### src/tddq_pkg.sv
`default_nettype none

package tddq_pkg;

    // Command store geometry
    localparam int QUEUE_DEPTH = 8;
    localparam int QIDX_W      = (QUEUE_DEPTH > 1) ? $clog2(QUEUE_DEPTH) : 1;
    localparam int QCNT_W      = $clog2(QUEUE_DEPTH + 1);

    // Item queue between front and back
    localparam int FIFO_DEPTH  = 2;
    localparam int FPTR_W      = (FIFO_DEPTH > 1) ? $clog2(FIFO_DEPTH) : 1;
    localparam int FCNT_W      = $clog2(FIFO_DEPTH + 1);

    // Heading geometry in degrees
    localparam logic [8:0] QUAD1_DEG = 9'd90;
    localparam logic [8:0] QUAD2_DEG = 9'd180;
    localparam logic [8:0] QUAD3_DEG = 9'd270;
    localparam logic [8:0] DIR_LIMIT = 9'd360;
    localparam logic [8:0] DIR_MAX   = DIR_LIMIT - 9'd1;

    // Division by 90 as multiply by floor(2^16 / 90) and one correction step
    localparam int          RECIP_SHIFT = 16;
    localparam logic [9:0]  RECIP_90    = 10'((1 << RECIP_SHIFT) / 90);

    // Mode codes on the input channel
    localparam logic [1:0] MODE_TICK  = 2'd0;
    localparam logic [1:0] MODE_QUEUE = 2'd1;
    localparam logic [1:0] MODE_GO    = 2'd2;

    typedef enum logic [1:0] {
        OP_TICK,
        OP_QUEUE,
        OP_GO,
        OP_NONE
    } op_t;

    typedef struct packed {
        logic [8:0]  direction;
        logic [31:0] duration_ms;
        logic [7:0]  speed;
    } cmd_entry_t;

    localparam int CMD_W = $bits(cmd_entry_t);

    typedef struct packed {
        op_t        op;
        cmd_entry_t cmd;
    } item_t;

endpackage

`default_nettype wire

### src/tddq_if.sv
`default_nettype none

interface tddq_in_if;
    logic        valid;
    logic        ready;
    logic [1:0]  mode;
    logic [8:0]  direction;
    logic [31:0] duration_ms;
    logic [7:0]  speed;

    modport source (
        output valid, mode, direction, duration_ms, speed,
        input  ready
    );
    modport sink (
        input  valid, mode, direction, duration_ms, speed,
        output ready
    );
endinterface

interface tddq_out_if;
    logic        valid;
    logic        ready;
    logic [7:0]  left_forward;
    logic [7:0]  left_reverse;
    logic [7:0]  right_forward;
    logic [7:0]  right_reverse;
    logic        motor_enable;
    logic        accepted;
    logic        idle;

    modport source (
        output valid, left_forward, left_reverse, right_forward, right_reverse,
               motor_enable, accepted, idle,
        input  ready
    );
    modport sink (
        input  valid, left_forward, left_reverse, right_forward, right_reverse,
               motor_enable, accepted, idle,
        output ready
    );
endinterface

`default_nettype wire

### src/tddq_ram.sv
`default_nettype none

module tddq_ram #(
    parameter int WIDTH = 8,
    parameter int DEPTH = 8
) (
    input  wire logic                                   clk,
    input  wire logic                                   we,
    input  wire logic [((DEPTH > 1) ? $clog2(DEPTH) : 1)-1:0] waddr,
    input  wire logic [WIDTH-1:0]                       wdata,
    input  wire logic                                   re,
    input  wire logic [((DEPTH > 1) ? $clog2(DEPTH) : 1)-1:0] raddr,
    output logic      [WIDTH-1:0]                       rdata
);

    logic [WIDTH-1:0] mem [DEPTH];

    // Write port and registered read port
    always_ff @(posedge clk)
    begin
        if (we)
        begin
            mem[waddr] <= wdata;
        end
        if (re)
        begin
            rdata <= mem[raddr];
        end
    end

endmodule

`default_nettype wire

### src/tddq_front.sv
`default_nettype none

module tddq_front
    import tddq_pkg::*;
(
    tddq_in_if.sink     cmd,
    output logic        push_valid,
    output item_t       push_item,
    input  wire logic   push_ready
);

    op_t        op;
    logic [8:0] dir_sat;

    // Decode the mode into an operation
    always_comb
    begin
        unique case (cmd.mode)
            MODE_TICK:  op = OP_TICK;
            MODE_QUEUE: op = OP_QUEUE;
            MODE_GO:    op = OP_GO;
            default:    op = OP_NONE;
        endcase
    end

    // Saturate the heading
    assign dir_sat = (cmd.direction > DIR_MAX) ? DIR_MAX : cmd.direction;

    assign push_item.op              = op;
    assign push_item.cmd.direction   = dir_sat;
    assign push_item.cmd.duration_ms = cmd.duration_ms;
    assign push_item.cmd.speed       = cmd.speed;

    // Accept a transaction whenever the item queue has room
    assign push_valid = cmd.valid;
    assign cmd.ready  = push_ready;

endmodule

`default_nettype wire

### src/tddq_fifo.sv
`default_nettype none

module tddq_fifo
    import tddq_pkg::*;
(
    input  wire logic   clk,
    input  wire logic   rst_n,
    input  wire logic   push_valid,
    input  wire item_t  push_item,
    output logic        push_ready,
    output logic        pop_valid,
    output item_t       pop_item,
    input  wire logic   pop_ready
);

    item_t              slots_reg [FIFO_DEPTH];
    logic [FPTR_W-1:0]  wr_ptr_reg;
    logic [FPTR_W-1:0]  rd_ptr_reg;
    logic [FCNT_W-1:0]  count_reg;
    logic               do_push;
    logic               do_pop;

    assign push_ready = (count_reg != FCNT_W'(FIFO_DEPTH));
    assign pop_valid  = (count_reg != '0);
    assign pop_item   = slots_reg[rd_ptr_reg];
    assign do_push    = push_valid && push_ready;
    assign do_pop     = pop_valid && pop_ready;

    function automatic logic [FPTR_W-1:0] ptr_inc(input logic [FPTR_W-1:0] p);
        ptr_inc = (p == FPTR_W'(FIFO_DEPTH - 1)) ? '0 : p + FPTR_W'(1);
    endfunction

    // Store pushed items
    always_ff @(posedge clk)
    begin
        if (do_push)
        begin
            slots_reg[wr_ptr_reg] <= push_item;
        end
    end

    // Advance pointers and occupancy
    always_ff @(posedge clk or negedge rst_n)
    begin
        if (!rst_n)
        begin
            wr_ptr_reg <= '0;
            rd_ptr_reg <= '0;
            count_reg  <= '0;
        end
        else
        begin
            if (do_push)
            begin
                wr_ptr_reg <= ptr_inc(wr_ptr_reg);
            end
            if (do_pop)
            begin
                rd_ptr_reg <= ptr_inc(rd_ptr_reg);
            end
            if (do_push && !do_pop)
            begin
                count_reg <= count_reg + FCNT_W'(1);
            end
            else if (do_pop && !do_push)
            begin
                count_reg <= count_reg - FCNT_W'(1);
            end
        end
    end

endmodule

`default_nettype wire

### src/tddq_back.sv
`default_nettype none

module tddq_back
    import tddq_pkg::*;
(
    input  wire logic   clk,
    input  wire logic   rst_n,
    input  wire logic   pop_valid,
    input  wire item_t  pop_item,
    output logic        pop_ready,
    tddq_out_if.source  rsp
);

    typedef enum logic [2:0] {
        ST_IDLE,
        ST_LOAD,
        ST_RECIP,
        ST_FIX,
        ST_EMIT,
        ST_HOLD
    } state_t;

    state_t             state_reg,   state_next;
    logic [31:0]        rem_reg,     rem_next;
    logic               idle_reg,    idle_next;
    logic [QIDX_W-1:0]  head_reg,    head_next;
    logic [QCNT_W-1:0]  count_reg,   count_next;
    logic signed [8:0]  left_reg,    left_next;
    logic signed [8:0]  right_reg,   right_next;
    logic               en_reg,      en_next;
    logic               acc_reg,     acc_next;
    logic [7:0]         speed_reg,   speed_next;
    logic [1:0]         quad_reg,    quad_next;
    logic [15:0]        prod_reg,    prod_next;
    logic [9:0]         qest_reg,    qest_next;
    logic               valid_reg,   valid_next;
    logic [7:0]         lf_reg,      lf_next;
    logic [7:0]         lr_reg,      lr_next;
    logic [7:0]         rf_reg,      rf_next;
    logic [7:0]         rr_reg,      rr_next;
    logic               oen_reg,     oen_next;
    logic               oacc_reg,    oacc_next;
    logic               oidle_reg,   oidle_next;

    logic               ram_we;
    logic               ram_re;
    logic [QIDX_W-1:0]  tail_idx;
    logic [QIDX_W-1:0]  head_inc;
    logic [CMD_W-1:0]   ram_rdata;
    cmd_entry_t         rd_cmd;
    cmd_entry_t         start_cmd;
    logic               start_en;
    logic [1:0]         start_quad;
    logic [6:0]         start_off;
    logic [15:0]        start_mul;
    logic [31:0]        rem_dec;
    logic               has_entry;
    logic               store_full;
    logic [QIDX_W:0]    tail_sum;
    logic [25:0]        recip_prod;
    logic [16:0]        qx90;
    logic [16:0]        div_rem;
    logic [9:0]         quot;
    logic signed [9:0]  s_ext;
    logic signed [9:0]  q_ext;
    logic signed [9:0]  mix_left;
    logic signed [9:0]  mix_right;
    logic signed [8:0]  left_neg;
    logic signed [8:0]  right_neg;

    // Command store
    tddq_ram #(
        .WIDTH (CMD_W),
        .DEPTH (QUEUE_DEPTH)
    ) u_store (
        .clk   (clk),
        .we    (ram_we),
        .waddr (tail_idx),
        .wdata (pop_item.cmd),
        .re    (ram_re),
        .raddr (head_reg),
        .rdata (ram_rdata)
    );

    assign rd_cmd = cmd_entry_t'(ram_rdata);

    // Ring arithmetic on the command store
    assign tail_sum   = (QIDX_W+1)'(head_reg) + (QIDX_W+1)'(count_reg);
    assign tail_idx   = (tail_sum >= (QIDX_W+1)'(QUEUE_DEPTH))
                        ? QIDX_W'(tail_sum - (QIDX_W+1)'(QUEUE_DEPTH))
                        : QIDX_W'(tail_sum);
    assign head_inc   = (head_reg == QIDX_W'(QUEUE_DEPTH - 1))
                        ? '0 : head_reg + QIDX_W'(1);
    assign has_entry  = (count_reg != '0);
    assign store_full = (count_reg == QCNT_W'(QUEUE_DEPTH));

    // Count the running command down, floor at zero
    assign rem_dec = (rem_reg != 32'd0) ? rem_reg - 32'd1 : 32'd0;

    // Select the command being started: store head or a go transaction
    assign start_cmd = (state_reg == ST_LOAD) ? rd_cmd : pop_item.cmd;

    // Find the quadrant and the offset within it
    always_comb
    begin
        priority if (start_cmd.direction < QUAD1_DEG)
        begin
            start_quad = 2'd0;
            start_off  = 7'(start_cmd.direction);
        end
        else if (start_cmd.direction < QUAD2_DEG)
        begin
            start_quad = 2'd1;
            start_off  = 7'(start_cmd.direction - QUAD1_DEG);
        end
        else if (start_cmd.direction < QUAD3_DEG)
        begin
            start_quad = 2'd2;
            start_off  = 7'(start_cmd.direction - QUAD2_DEG);
        end
        else
        begin
            start_quad = 2'd3;
            start_off  = 7'(start_cmd.direction - QUAD3_DEG);
        end
    end

    // speed * offset, at most 22695; doubled into the product register
    assign start_mul = 16'(start_off) * 16'(start_cmd.speed);

    // Quotient estimate and correction for division by 90
    assign recip_prod = 26'(prod_reg) * 26'(RECIP_90);
    assign qx90       = 17'(qest_reg) * 17'(QUAD1_DEG);
    assign div_rem    = 17'(prod_reg) - qx90;
    assign quot       = (div_rem >= 17'(QUAD1_DEG)) ? qest_reg + 10'd1 : qest_reg;

    // Blend the two wheel speeds across the quadrant
    assign s_ext = signed'({2'b00, speed_reg});
    assign q_ext = signed'(quot);

    always_comb
    begin
        unique case (quad_reg)
            2'd0:
            begin
                mix_left  = s_ext;
                mix_right = s_ext - q_ext;
            end
            2'd1:
            begin
                mix_left  = s_ext - q_ext;
                mix_right = -s_ext;
            end
            2'd2:
            begin
                mix_left  = -s_ext;
                mix_right = q_ext - s_ext;
            end
            default:
            begin
                mix_left  = q_ext - s_ext;
                mix_right = s_ext;
            end
        endcase
    end

    assign left_neg  = -left_reg;
    assign right_neg = -right_reg;

    // Sequence one item at a time
    always_comb
    begin
        state_next = state_reg;
        rem_next   = rem_reg;
        idle_next  = idle_reg;
        head_next  = head_reg;
        count_next = count_reg;
        left_next  = left_reg;
        right_next = right_reg;
        en_next    = en_reg;
        acc_next   = acc_reg;
        speed_next = speed_reg;
        quad_next  = quad_reg;
        prod_next  = prod_reg;
        qest_next  = qest_reg;
        valid_next = valid_reg;
        lf_next    = lf_reg;
        lr_next    = lr_reg;
        rf_next    = rf_reg;
        rr_next    = rr_reg;
        oen_next   = oen_reg;
        oacc_next  = oacc_reg;
        oidle_next = oidle_reg;
        ram_we     = 1'b0;
        ram_re     = 1'b0;
        start_en   = 1'b0;
        pop_ready  = (state_reg == ST_IDLE);

        unique case (state_reg)
            ST_IDLE:
            begin
                if (pop_valid)
                begin
                    acc_next = 1'b0;
                    unique case (pop_item.op)
                        OP_TICK:
                        begin
                            state_next = ST_EMIT;
                            if (idle_reg)
                            begin
                                if (has_entry)
                                begin
                                    ram_re     = 1'b1;
                                    state_next = ST_LOAD;
                                end
                            end
                            else
                            begin
                                rem_next = rem_dec;
                                if (rem_dec == 32'd0)
                                begin
                                    if (has_entry)
                                    begin
                                        ram_re     = 1'b1;
                                        state_next = ST_LOAD;
                                    end
                                    else
                                    begin
                                        left_next  = '0;
                                        right_next = '0;
                                        en_next    = 1'b0;
                                        idle_next  = 1'b1;
                                    end
                                end
                            end
                        end
                        OP_QUEUE:
                        begin
                            if (!store_full)
                            begin
                                ram_we     = 1'b1;
                                count_next = count_reg + QCNT_W'(1);
                                acc_next   = 1'b1;
                            end
                            state_next = ST_EMIT;
                        end
                        OP_GO:
                        begin
                            head_next  = '0;
                            count_next = '0;
                            acc_next   = 1'b1;
                            start_en   = 1'b1;
                        end
                        default:
                        begin
                            state_next = ST_EMIT;
                        end
                    endcase
                end
            end
            ST_LOAD:
            begin
                head_next  = head_inc;
                count_next = count_reg - QCNT_W'(1);
                start_en   = 1'b1;
            end
            ST_RECIP:
            begin
                qest_next  = recip_prod[RECIP_SHIFT +: 10];
                state_next = ST_FIX;
            end
            ST_FIX:
            begin
                left_next  = mix_left[8:0];
                right_next = mix_right[8:0];
                state_next = ST_EMIT;
            end
            ST_EMIT:
            begin
                lf_next    = (left_reg > 0)  ? left_reg[7:0]  : 8'd0;
                lr_next    = (left_reg < 0)  ? left_neg[7:0]  : 8'd0;
                rf_next    = (right_reg > 0) ? right_reg[7:0] : 8'd0;
                rr_next    = (right_reg < 0) ? right_neg[7:0] : 8'd0;
                oen_next   = en_reg;
                oacc_next  = acc_reg;
                oidle_next = idle_reg;
                valid_next = 1'b1;
                state_next = ST_HOLD;
            end
            default:
            begin
                if (rsp.ready)
                begin
                    valid_next = 1'b0;
                    state_next = ST_IDLE;
                end
            end
        endcase

        // Start a command: load the timer and set up the mix
        if (start_en)
        begin
            rem_next   = start_cmd.duration_ms;
            idle_next  = 1'b0;
            speed_next = start_cmd.speed;
            quad_next  = start_quad;
            prod_next  = start_mul << 1;
            if (start_cmd.speed == 8'd0)
            begin
                left_next  = '0;
                right_next = '0;
                en_next    = 1'b0;
                state_next = ST_EMIT;
            end
            else
            begin
                en_next    = 1'b1;
                state_next = ST_RECIP;
            end
        end
    end

    // Hold state and registered outputs
    always_ff @(posedge clk or negedge rst_n)
    begin
        if (!rst_n)
        begin
            state_reg <= ST_IDLE;
            rem_reg   <= '0;
            idle_reg  <= 1'b1;
            head_reg  <= '0;
            count_reg <= '0;
            left_reg  <= '0;
            right_reg <= '0;
            en_reg    <= 1'b0;
            acc_reg   <= 1'b0;
            speed_reg <= '0;
            quad_reg  <= '0;
            prod_reg  <= '0;
            qest_reg  <= '0;
            valid_reg <= 1'b0;
            lf_reg    <= '0;
            lr_reg    <= '0;
            rf_reg    <= '0;
            rr_reg    <= '0;
            oen_reg   <= 1'b0;
            oacc_reg  <= 1'b0;
            oidle_reg <= 1'b1;
        end
        else
        begin
            state_reg <= state_next;
            rem_reg   <= rem_next;
            idle_reg  <= idle_next;
            head_reg  <= head_next;
            count_reg <= count_next;
            left_reg  <= left_next;
            right_reg <= right_next;
            en_reg    <= en_next;
            acc_reg   <= acc_next;
            speed_reg <= speed_next;
            quad_reg  <= quad_next;
            prod_reg  <= prod_next;
            qest_reg  <= qest_next;
            valid_reg <= valid_next;
            lf_reg    <= lf_next;
            lr_reg    <= lr_next;
            rf_reg    <= rf_next;
            rr_reg    <= rr_next;
            oen_reg   <= oen_next;
            oacc_reg  <= oacc_next;
            oidle_reg <= oidle_next;
        end
    end

    assign rsp.valid         = valid_reg;
    assign rsp.left_forward  = lf_reg;
    assign rsp.left_reverse  = lr_reg;
    assign rsp.right_forward = rf_reg;
    assign rsp.right_reverse = rr_reg;
    assign rsp.motor_enable  = oen_reg;
    assign rsp.accepted      = oacc_reg;
    assign rsp.idle          = oidle_reg;

endmodule

`default_nettype wire

### src/timed_differential_drive_queue.sv
// Each input transaction passes through the item queue to the back-end sequencer,
// which goes from idle to the emit state for ticks, queue writes, ignored modes and
// zero-speed starts; a start with nonzero speed goes through the reciprocal and fix
// states first, and a start from the store first passes the load state. The back-end
// sequencer works on one item at a time; a 2-entry item queue lets the input side
// keep accepting while a result waits. Reset is asynchronous, active low: idle, timer
// zero, store empty; command store contents are not cleared.
`default_nettype none

module timed_differential_drive_queue
    import tddq_pkg::*;
(
    input  wire logic   clk,
    input  wire logic   rst_n,
    tddq_in_if.sink     cmd,
    tddq_out_if.source  rsp
);

    logic   push_valid;
    logic   push_ready;
    item_t  push_item;
    logic   pop_valid;
    logic   pop_ready;
    item_t  pop_item;

    // Accept and classify transactions
    tddq_front u_front (
        .cmd        (cmd),
        .push_valid (push_valid),
        .push_item  (push_item),
        .push_ready (push_ready)
    );

    // Decouple front from back
    tddq_fifo u_fifo (
        .clk        (clk),
        .rst_n      (rst_n),
        .push_valid (push_valid),
        .push_item  (push_item),
        .push_ready (push_ready),
        .pop_valid  (pop_valid),
        .pop_item   (pop_item),
        .pop_ready  (pop_ready)
    );

    // Execute items: store, timer, mixing
    tddq_back u_back (
        .clk        (clk),
        .rst_n      (rst_n),
        .pop_valid  (pop_valid),
        .pop_item   (pop_item),
        .pop_ready  (pop_ready),
        .rsp        (rsp)
    );

endmodule

`default_nettype wire

### src/flat_wrapper.sv
// flat-port wrapper written by rule: the top's interface ports become plain ports
module timed_differential_drive_queue_flat import tddq_pkg::*;
  (clk, rst_n, cmd_valid, cmd_mode, cmd_direction, cmd_duration_ms, cmd_speed, cmd_ready, rsp_valid, rsp_left_forward, rsp_left_reverse, rsp_right_forward, rsp_right_reverse, rsp_motor_enable, rsp_accepted, rsp_idle, rsp_ready);
  tddq_in_if cmd_i ();
  tddq_out_if rsp_i ();
  input  wire logic clk;
  input  wire logic rst_n;
  input wire logic [$bits(cmd_i.valid)-1:0] cmd_valid;
  input wire logic [$bits(cmd_i.mode)-1:0] cmd_mode;
  input wire logic [$bits(cmd_i.direction)-1:0] cmd_direction;
  input wire logic [$bits(cmd_i.duration_ms)-1:0] cmd_duration_ms;
  input wire logic [$bits(cmd_i.speed)-1:0] cmd_speed;
  output wire logic [$bits(cmd_i.ready)-1:0] cmd_ready;
  output wire logic [$bits(rsp_i.valid)-1:0] rsp_valid;
  output wire logic [$bits(rsp_i.left_forward)-1:0] rsp_left_forward;
  output wire logic [$bits(rsp_i.left_reverse)-1:0] rsp_left_reverse;
  output wire logic [$bits(rsp_i.right_forward)-1:0] rsp_right_forward;
  output wire logic [$bits(rsp_i.right_reverse)-1:0] rsp_right_reverse;
  output wire logic [$bits(rsp_i.motor_enable)-1:0] rsp_motor_enable;
  output wire logic [$bits(rsp_i.accepted)-1:0] rsp_accepted;
  output wire logic [$bits(rsp_i.idle)-1:0] rsp_idle;
  input wire logic [$bits(rsp_i.ready)-1:0] rsp_ready;
  assign cmd_i.valid = cmd_valid;
  assign cmd_i.mode = cmd_mode;
  assign cmd_i.direction = cmd_direction;
  assign cmd_i.duration_ms = cmd_duration_ms;
  assign cmd_i.speed = cmd_speed;
  assign cmd_ready = cmd_i.ready;
  assign rsp_valid = rsp_i.valid;
  assign rsp_left_forward = rsp_i.left_forward;
  assign rsp_left_reverse = rsp_i.left_reverse;
  assign rsp_right_forward = rsp_i.right_forward;
  assign rsp_right_reverse = rsp_i.right_reverse;
  assign rsp_motor_enable = rsp_i.motor_enable;
  assign rsp_accepted = rsp_i.accepted;
  assign rsp_idle = rsp_i.idle;
  assign rsp_i.ready = rsp_ready;
  timed_differential_drive_queue u_core (.clk(clk), .rst_n(rst_n), .cmd(cmd_i), .rsp(rsp_i));
endmodule
### config.mk
export PLATFORM = sky130hd
export DESIGN_NAME = timed_differential_drive_queue_flat
export DESIGN_NICKNAME = d
export VERILOG_FILES = /design/src/tddq_pkg.sv /design/src/tddq_if.sv /design/src/tddq_ram.sv /design/src/tddq_front.sv /design/src/tddq_fifo.sv /design/src/tddq_back.sv /design/src/timed_differential_drive_queue.sv /design/src/flat_wrapper.sv
export SDC_FILE = /design/constraint.sdc
export NUM_CORES = 1
export LEC_CHECK = 0
export BUFFER_PORTS_ARGS = -buffer_cell sky130_fd_sc_hd__buf_2
export CORE_ASPECT_RATIO = 1.5
export CORE_MARGIN = 2
export CORE_UTILIZATION = 45
export CTS_CLUSTER_SIZE = 10
export DETAILED_ROUTE_END_ITERATION = 8
export PLACE_DENSITY = 0.7
export SETUP_SLACK_MARGIN = 0.3
export SYNTH_ARGS = -nofsm -noshare
export SYNTH_HDL_FRONTEND = slang
export SYNTH_SLANG_ARGS = --single-unit
### constraint.sdc
create_clock -name clk -period 10.5 [get_ports clk]
set_input_delay 0.525 -clock clk [delete_from_list [all_inputs] [get_ports clk]]
set_output_delay 0.525 -clock clk [all_outputs]
set_load 0.05 [all_outputs]
### Yosys cells after proc, flatten, opt, wreduce, memory -nomap -nowiden

Memory sizes are Yosys's and may differ from the RTL's. A register that Yosys moved wholly into a read port is not among the register bits.
Index checks and enable logic that the tools add are counted.

* register bits after elaboration: 138
* RAM bits: 494
* input port bits: 55
* output and inout port bits: 37
* word-level logic and storage cells: 209
* memories: 2

Memories
* u_core.u_back.u_store.mem: words 8, width 49, read ports 1, clocked after Yosys merged registers in 1, write ports 1, RTL line tddq_ram.sv:16 `logic [WIDTH-1:0] mem [DEPTH];`
* u_core.u_fifo.slots_reg: words 2, width 51, read ports 1, clocked after Yosys merged registers in 0, write ports 1, RTL line tddq_fifo.sv:16 `item_t slots_reg [FIFO_DEPTH];`

* add/sub/neg operators: 20
* multiply operators: 3
* order comparisons: 10
* equality and inequality tests: 22
* multiplexer cells: 95
* bitwise operators: 1
* reductions and logical operators: 32

Operators by type and width (count)
* $mux 32: 6
* $mux 9: 16
* $pmux 9 s3: 2
* $mux 49: 1
* $pmux 9 s2: 2
* $mux 1: 35
* $mux 3: 11
* $logic_not 32->1: 1
* $mux 8: 4
* $reduce_bool 32->1: 1
* $sub 32x1->32 const B: 1
* $mul 15x7->22 const B: 1
* $mux 7: 3
* $gt 9x1->1 const B: 2
* $lt 9x1->1 const B: 2
* $sub 9x9->9: 2
* $ge 17x7->1 const B: 1
* $sub 16x17->17: 1
* $mul 10x6->16 const B: 1
* $neg 8->8: 2
* $pmux 4 s2: 2
* $reduce_bool 2->1: 8
* $mul 7x8->15: 1
* $pmux 3 s5: 1
* 45 further kinds: 76

### Longest topological paths before layout

* depth after elaboration: 10
* depth in mapped cells: 40
* depth with buffers taken out: 40

### Modules after synthesis

A second synthesis with hierarchy kept.

* cell total of the unflattened synthesis: 2607
* area total of the unflattened synthesis: 35316.4 um2

Modules (own cells, without submodules)
* tddq_ram: times used 1, cells an instance 628, area each 16233.1 um2, seq. area each 13242.7 um2
* tddq_back: times used 1, cells an instance 1740, area each 14527.7 um2, seq. area each 3355.7 um2
* tddq_fifo: times used 1, cells an instance 177, area each 4126.5 um2, seq. area each 3163.0 um2
* tddq_front: times used 1, cells an instance 62, area each 429.2 um2, seq. area each 0.0 um2

### Worst setup path after synthesis

OpenSTA, ideal clock, no wires.

* kind: register to register
* start: register u_core.u_back.qest_reg[1]
* end: register u_core.u_back.left_reg[8]
* setup time: 126 ps
* arrival time: 8220 ps
* required time: 10374 ps
* slack: 2153 ps
* stages on the path, launching flop included: 38
* buffers on the path: 1
* period minus slack after synthesis: 8347 ps
* path through: dfrtp_1 > ha_1 > xor2_1 > ha_1 > inv_1 > fa_1 > inv_1 > ha_1 > nor2b_1 > o21ai_0 > a21oi_1 > o21ai_0 > a21oi_1 > o21a_1 > o21ai_0 > nand2b_1 > a21oi_1 > xor2_1 > (+2 left out) > o2111a_1 > o21ai_0 > a2111o_1 > or4_1 > or4_4 > a2111oi_4 > nor2_1 > and3_1 > xor2_1 > ha_1 > clkbuf_1 > and3_1 > a2111oi_0 > a21oi_1 > a221oi_1 > xor2_1 > xnor2_1 > a311o_1

* longest elaborated chain between the ends: 9
* elaborated cells between the ends (all ways): 11
* classes of those cells: 4 x add/sub; 1 x mul; 1 x order compare; 5 x mux

Ends and longest elaborated chain
* from (decl): RTL line tddq_back.sv:35 `logic [9:0] qest_reg, qest_next;`
* from (signal assigned): RTL line tddq_back.sv:364 `qest_reg <= qest_next;`
* $mul 10x6->16: RTL line tddq_back.sv:133 `assign qx90 = 17'(qest_reg) * 17'(QUAD1_DEG);`
* $sub 16x17->17: RTL line tddq_back.sv:134 `assign div_rem = 17'(prod_reg) - qx90;`
* $ge 17x7->1: RTL line tddq_back.sv:135 `assign quot = (div_rem >= 17'(QUAD1_DEG)) ? qest_reg + 10'd1 : qest_reg;`
* $mux 9 (*): RTL line tddq_back.sv:135
* $sub 9x9->9, on equally long branches: RTL line tddq_back.sv:161, tddq_back.sv:151
* $pmux 9 s3 (*): RTL line tddq_back.sv:143 `unique case (quad_reg)`
* $pmux 9 s2 (*): RTL line tddq_back.sv:199 `unique case (state_reg)`
* $mux 9: RTL line tddq_back.sv:308 `if (start_cmd.speed == 8'd0)`
* $mux 9 (*): RTL line tddq_back.sv:301 `if (start_en)`
* via u_core.u_back.left_next[8]: RTL line tddq_back.sv:28 `logic signed [8:0] left_reg, left_next;`
* to (signal assigned): RTL line tddq_back.sv:357 `left_reg <= left_next;`
* to (decl): RTL line tddq_back.sv:28

Mark *: on every way through the listed nets, which the timed path passes. The rest lies on a longest branch.
A chain may end at the register's enable or synchronous reset.

### Final worst setup path

Same ends and word-level chain as after synthesis.

==> impl_metrics.yaml <==
outcome:
  outcome: "finished clean"
sta:
  rsz0062_at_grt: "false"
  finalSetupViolCount: 0
  drv_slew: 0
  slew_headroom: 0.212
  fmax_ghz: 0.110
  tightest_slew_ns: 1.17
  clock_skew_ns: 0.0353
  fin_crit_sh: 0.868
  finalSetupTns_ns: 0
  hold_viol_final: 0
  hold_slack_ns: 0.0891
  post-route-min-period_ns: 9.11
cts:
  path_clk_slew_ns: 0.06
  h-tree-depth: 3
  cts_setup_buffers: 0
  cts_buffers: 79
  clk-insertion-delay-late_ns: 0.63
  clk_path_buf_depth: 3
  clockRootBuffer: "clkbuf_16"
  hold_buffers: 1
  cts_resized: 0
  cts_tree: "done"
  cts_sinks: 681
drt:
  finalWirelength_um: 75000
  wl_per_cell_um: 20.6
  ant_nets: 0
  drt-pass1-iter-count: 7
  via_count: 20546
  drt_iter0_drc: 1302
  drc: 0
  avgViaCountPerCell: 5.65
floorplan:
  ios: 92
  core_area_um2: 76000
  die_w_um: 230
  start_util: 0.453
  die_area_um2: 78700
  dieHeight_um: 343
  rows: 124
worst_setup_path:
  crit_path_end_kind: "register"
  crit_path_frequent_cell: "ha_1"
  crit_buf_inv: 3
  critPathSlowestCell: "a2111oi_4"
  worstPathArrival_ns: 9.62
  required_ns: 11.01
  crit_path_start_kind: "register"
  cp_top_family: "compound AO/OA/AOI/OAI gates"
  crit_type: "register to register"
  crit_fanout: 8
  max_stage_delay_ns: 0.55
final_layout:
  nets: 2874
  largest_reg_flops: 392
  drive_above_1_share: 0.171
  synthToLayoutAreaGrowth_pct: 11.3
global_routing:
  grt_pass1_wl_um: 119000
  antenna_found_initial: 1
  groute.layer.met2.usage: 0.353
  met3_usage: 0.0257
  grt_max_degree: 79
  busiest_layer: "met2"
  grt_pass1_vias: 21487
  grt_overflow: 0
  grt_use_total: 0.194
  met1_usage: 0.231
synth:
  synth_area_leaders: "edfxtp_1 47%, dfrtp_1 9.9%, mux4_2 6.7%"
  ys_ff_latch: 681
  synthFlopType: "edfxtp_1"
  synth-edff-count: 543
  yosys-top-cells-count: "543 x edfxtp_1, 185 x inv_1, 183 x nand2_1"
  synth_top_area_frac: 0.474
  synth_warnings: 0
  synth.net_count: 2778
  ys_async_sr_fraction: 0.203
  yosysSeqAreaShare: 0.574
  synth_most_common_cell: "edfxtp_1"
  netlist_area_um2: 34400
  synth_cells: 2482
  yosysTopAreaCell: "edfxtp_1"
  syn_area_per_cell_um2: 13.9
  yosysUniqueCellTypes: 78
placement:
  gp_congestion: 0.904
  hpwl_um: 47900
  numPortBuffers: 91
flow_run:
  drv_cap: 0
hold_path:
  hold_class: "input port to register"
-- through the flow --
stage           util  cells  setup WS [ns]  cell area (um2)
6_report       0.504   3637           1.39            38300
5_1_grt        0.504   3637          0.675            38300
4_1_cts        0.503   3636           1.37            38300
3_5_place_dp   0.474   3504           1.39            36000
3_3_place_gp   0.474   3504           1.47            36000
2_1_floorplan      -   2482           2.15            34400
-- per-layer routing --
| layer | wire (um) | share of wire |
|---|---|---|
| met1 | 30000 | 0.40 |
| met3 | 3110 | 0.041 |
| met2 | 39200 | 0.52 |
| met5 | 0 | 0 |
| met4 | 2730 | 0.036 |
-- path summary, 6_finish.rpt --
check / startpoint / end / slack (ns) / depth (start not counted)
hold / removal: cmd_duration_ms[27] / u_core.u_fifo.slots_reg[1][35]$_DFFE_PP_ / 0.09 / 1
setup / recovery: u_core.u_back.qest_reg[1]$_DFFE_PN0P_ / u_core.u_back.left_reg[8]$_DFF_PN0_ / 1.39 / 36
min in group asynchronous: rst_n / u_core.u_back.rsp.left_forward[5]$_DFFE_PN0P_ / 0.49 / 2
setup reg to reg: u_core.u_back.qest_reg[1]$_DFFE_PN0P_ / u_core.u_back.left_reg[8]$_DFF_PN0_ / 1.39 / 36
hold reg to reg: u_core.u_back.rsp.left_reverse[2]$_DFFE_PN0P_ / u_core.u_back.rsp.left_reverse[2]$_DFFE_PN0P_ / 0.47 / 2
max in group asynchronous: rst_n / u_core.u_back.head_reg[0]$_DFFE_PN0P_ / 8.41 / 3
-- cells by family after synthesis --
group,synth area share
adder cells (fa/ha/maj),0.105
AND/OR/NAND/NOR,0.0733
buffers and inverters,0.0321
multiplexers,0.117
XOR/XNOR,0.0249
AO/OA/AOI/OAI,0.0734
flip-flops,0.574
-- area by class of cell --
cell class | count | area, um2
sequential | 681 | 19800
clock inverter | 6 | 57.6
tap | 1008 | 1260
inverter | 186 | 698
multi-input combinational | 1511 | 13600
timing repair buffer | 119 | 674
antenna | 1 | 2.50
fill | 6471 | 37700
clock buffer | 125 | 2190
-- layout by cell type, fill, tap and decap left out, drive strengths merged, types with 6 or more instances in the layout --
cell type / instances
a211oi: 19
a21o: 25
a21oi: 106
a221oi: 14
a22o: 19
a31oi: 12
and2: 14
and3: 7
buf: 118
clkbuf: 125
dfrtp: 136
edfxtp: 543
fa: 78
ha: 163
inv: 188
mux2: 105
mux2i: 53
mux4: 103
nand2: 183
nand2b: 28
nand3: 31
nand4: 9
nor2: 95
nor2b: 31
nor3: 49
nor4: 19
o211ai: 6
o21a: 12
o21ai: 112
o31ai: 16
or3: 17
or4: 12
xnor2: 63
xor2: 35
-- worst reg2reg max path, delay by kind of cell (launching register included) --
kind	cells	cell delay (ns)
buffers and inverters	3	0.20
AND/OR/NAND/NOR	7	1.81
XOR/XNOR	5	0.81
AO/OA/AOI/OAI	15	3.51
flip-flops	1	0.50
adder cells (fa/ha/maj)	6	2.17
Power is left out: the tool's default activity adds up to more than one toggle a clock period on the data nets, which glitch-free logic cannot reach.
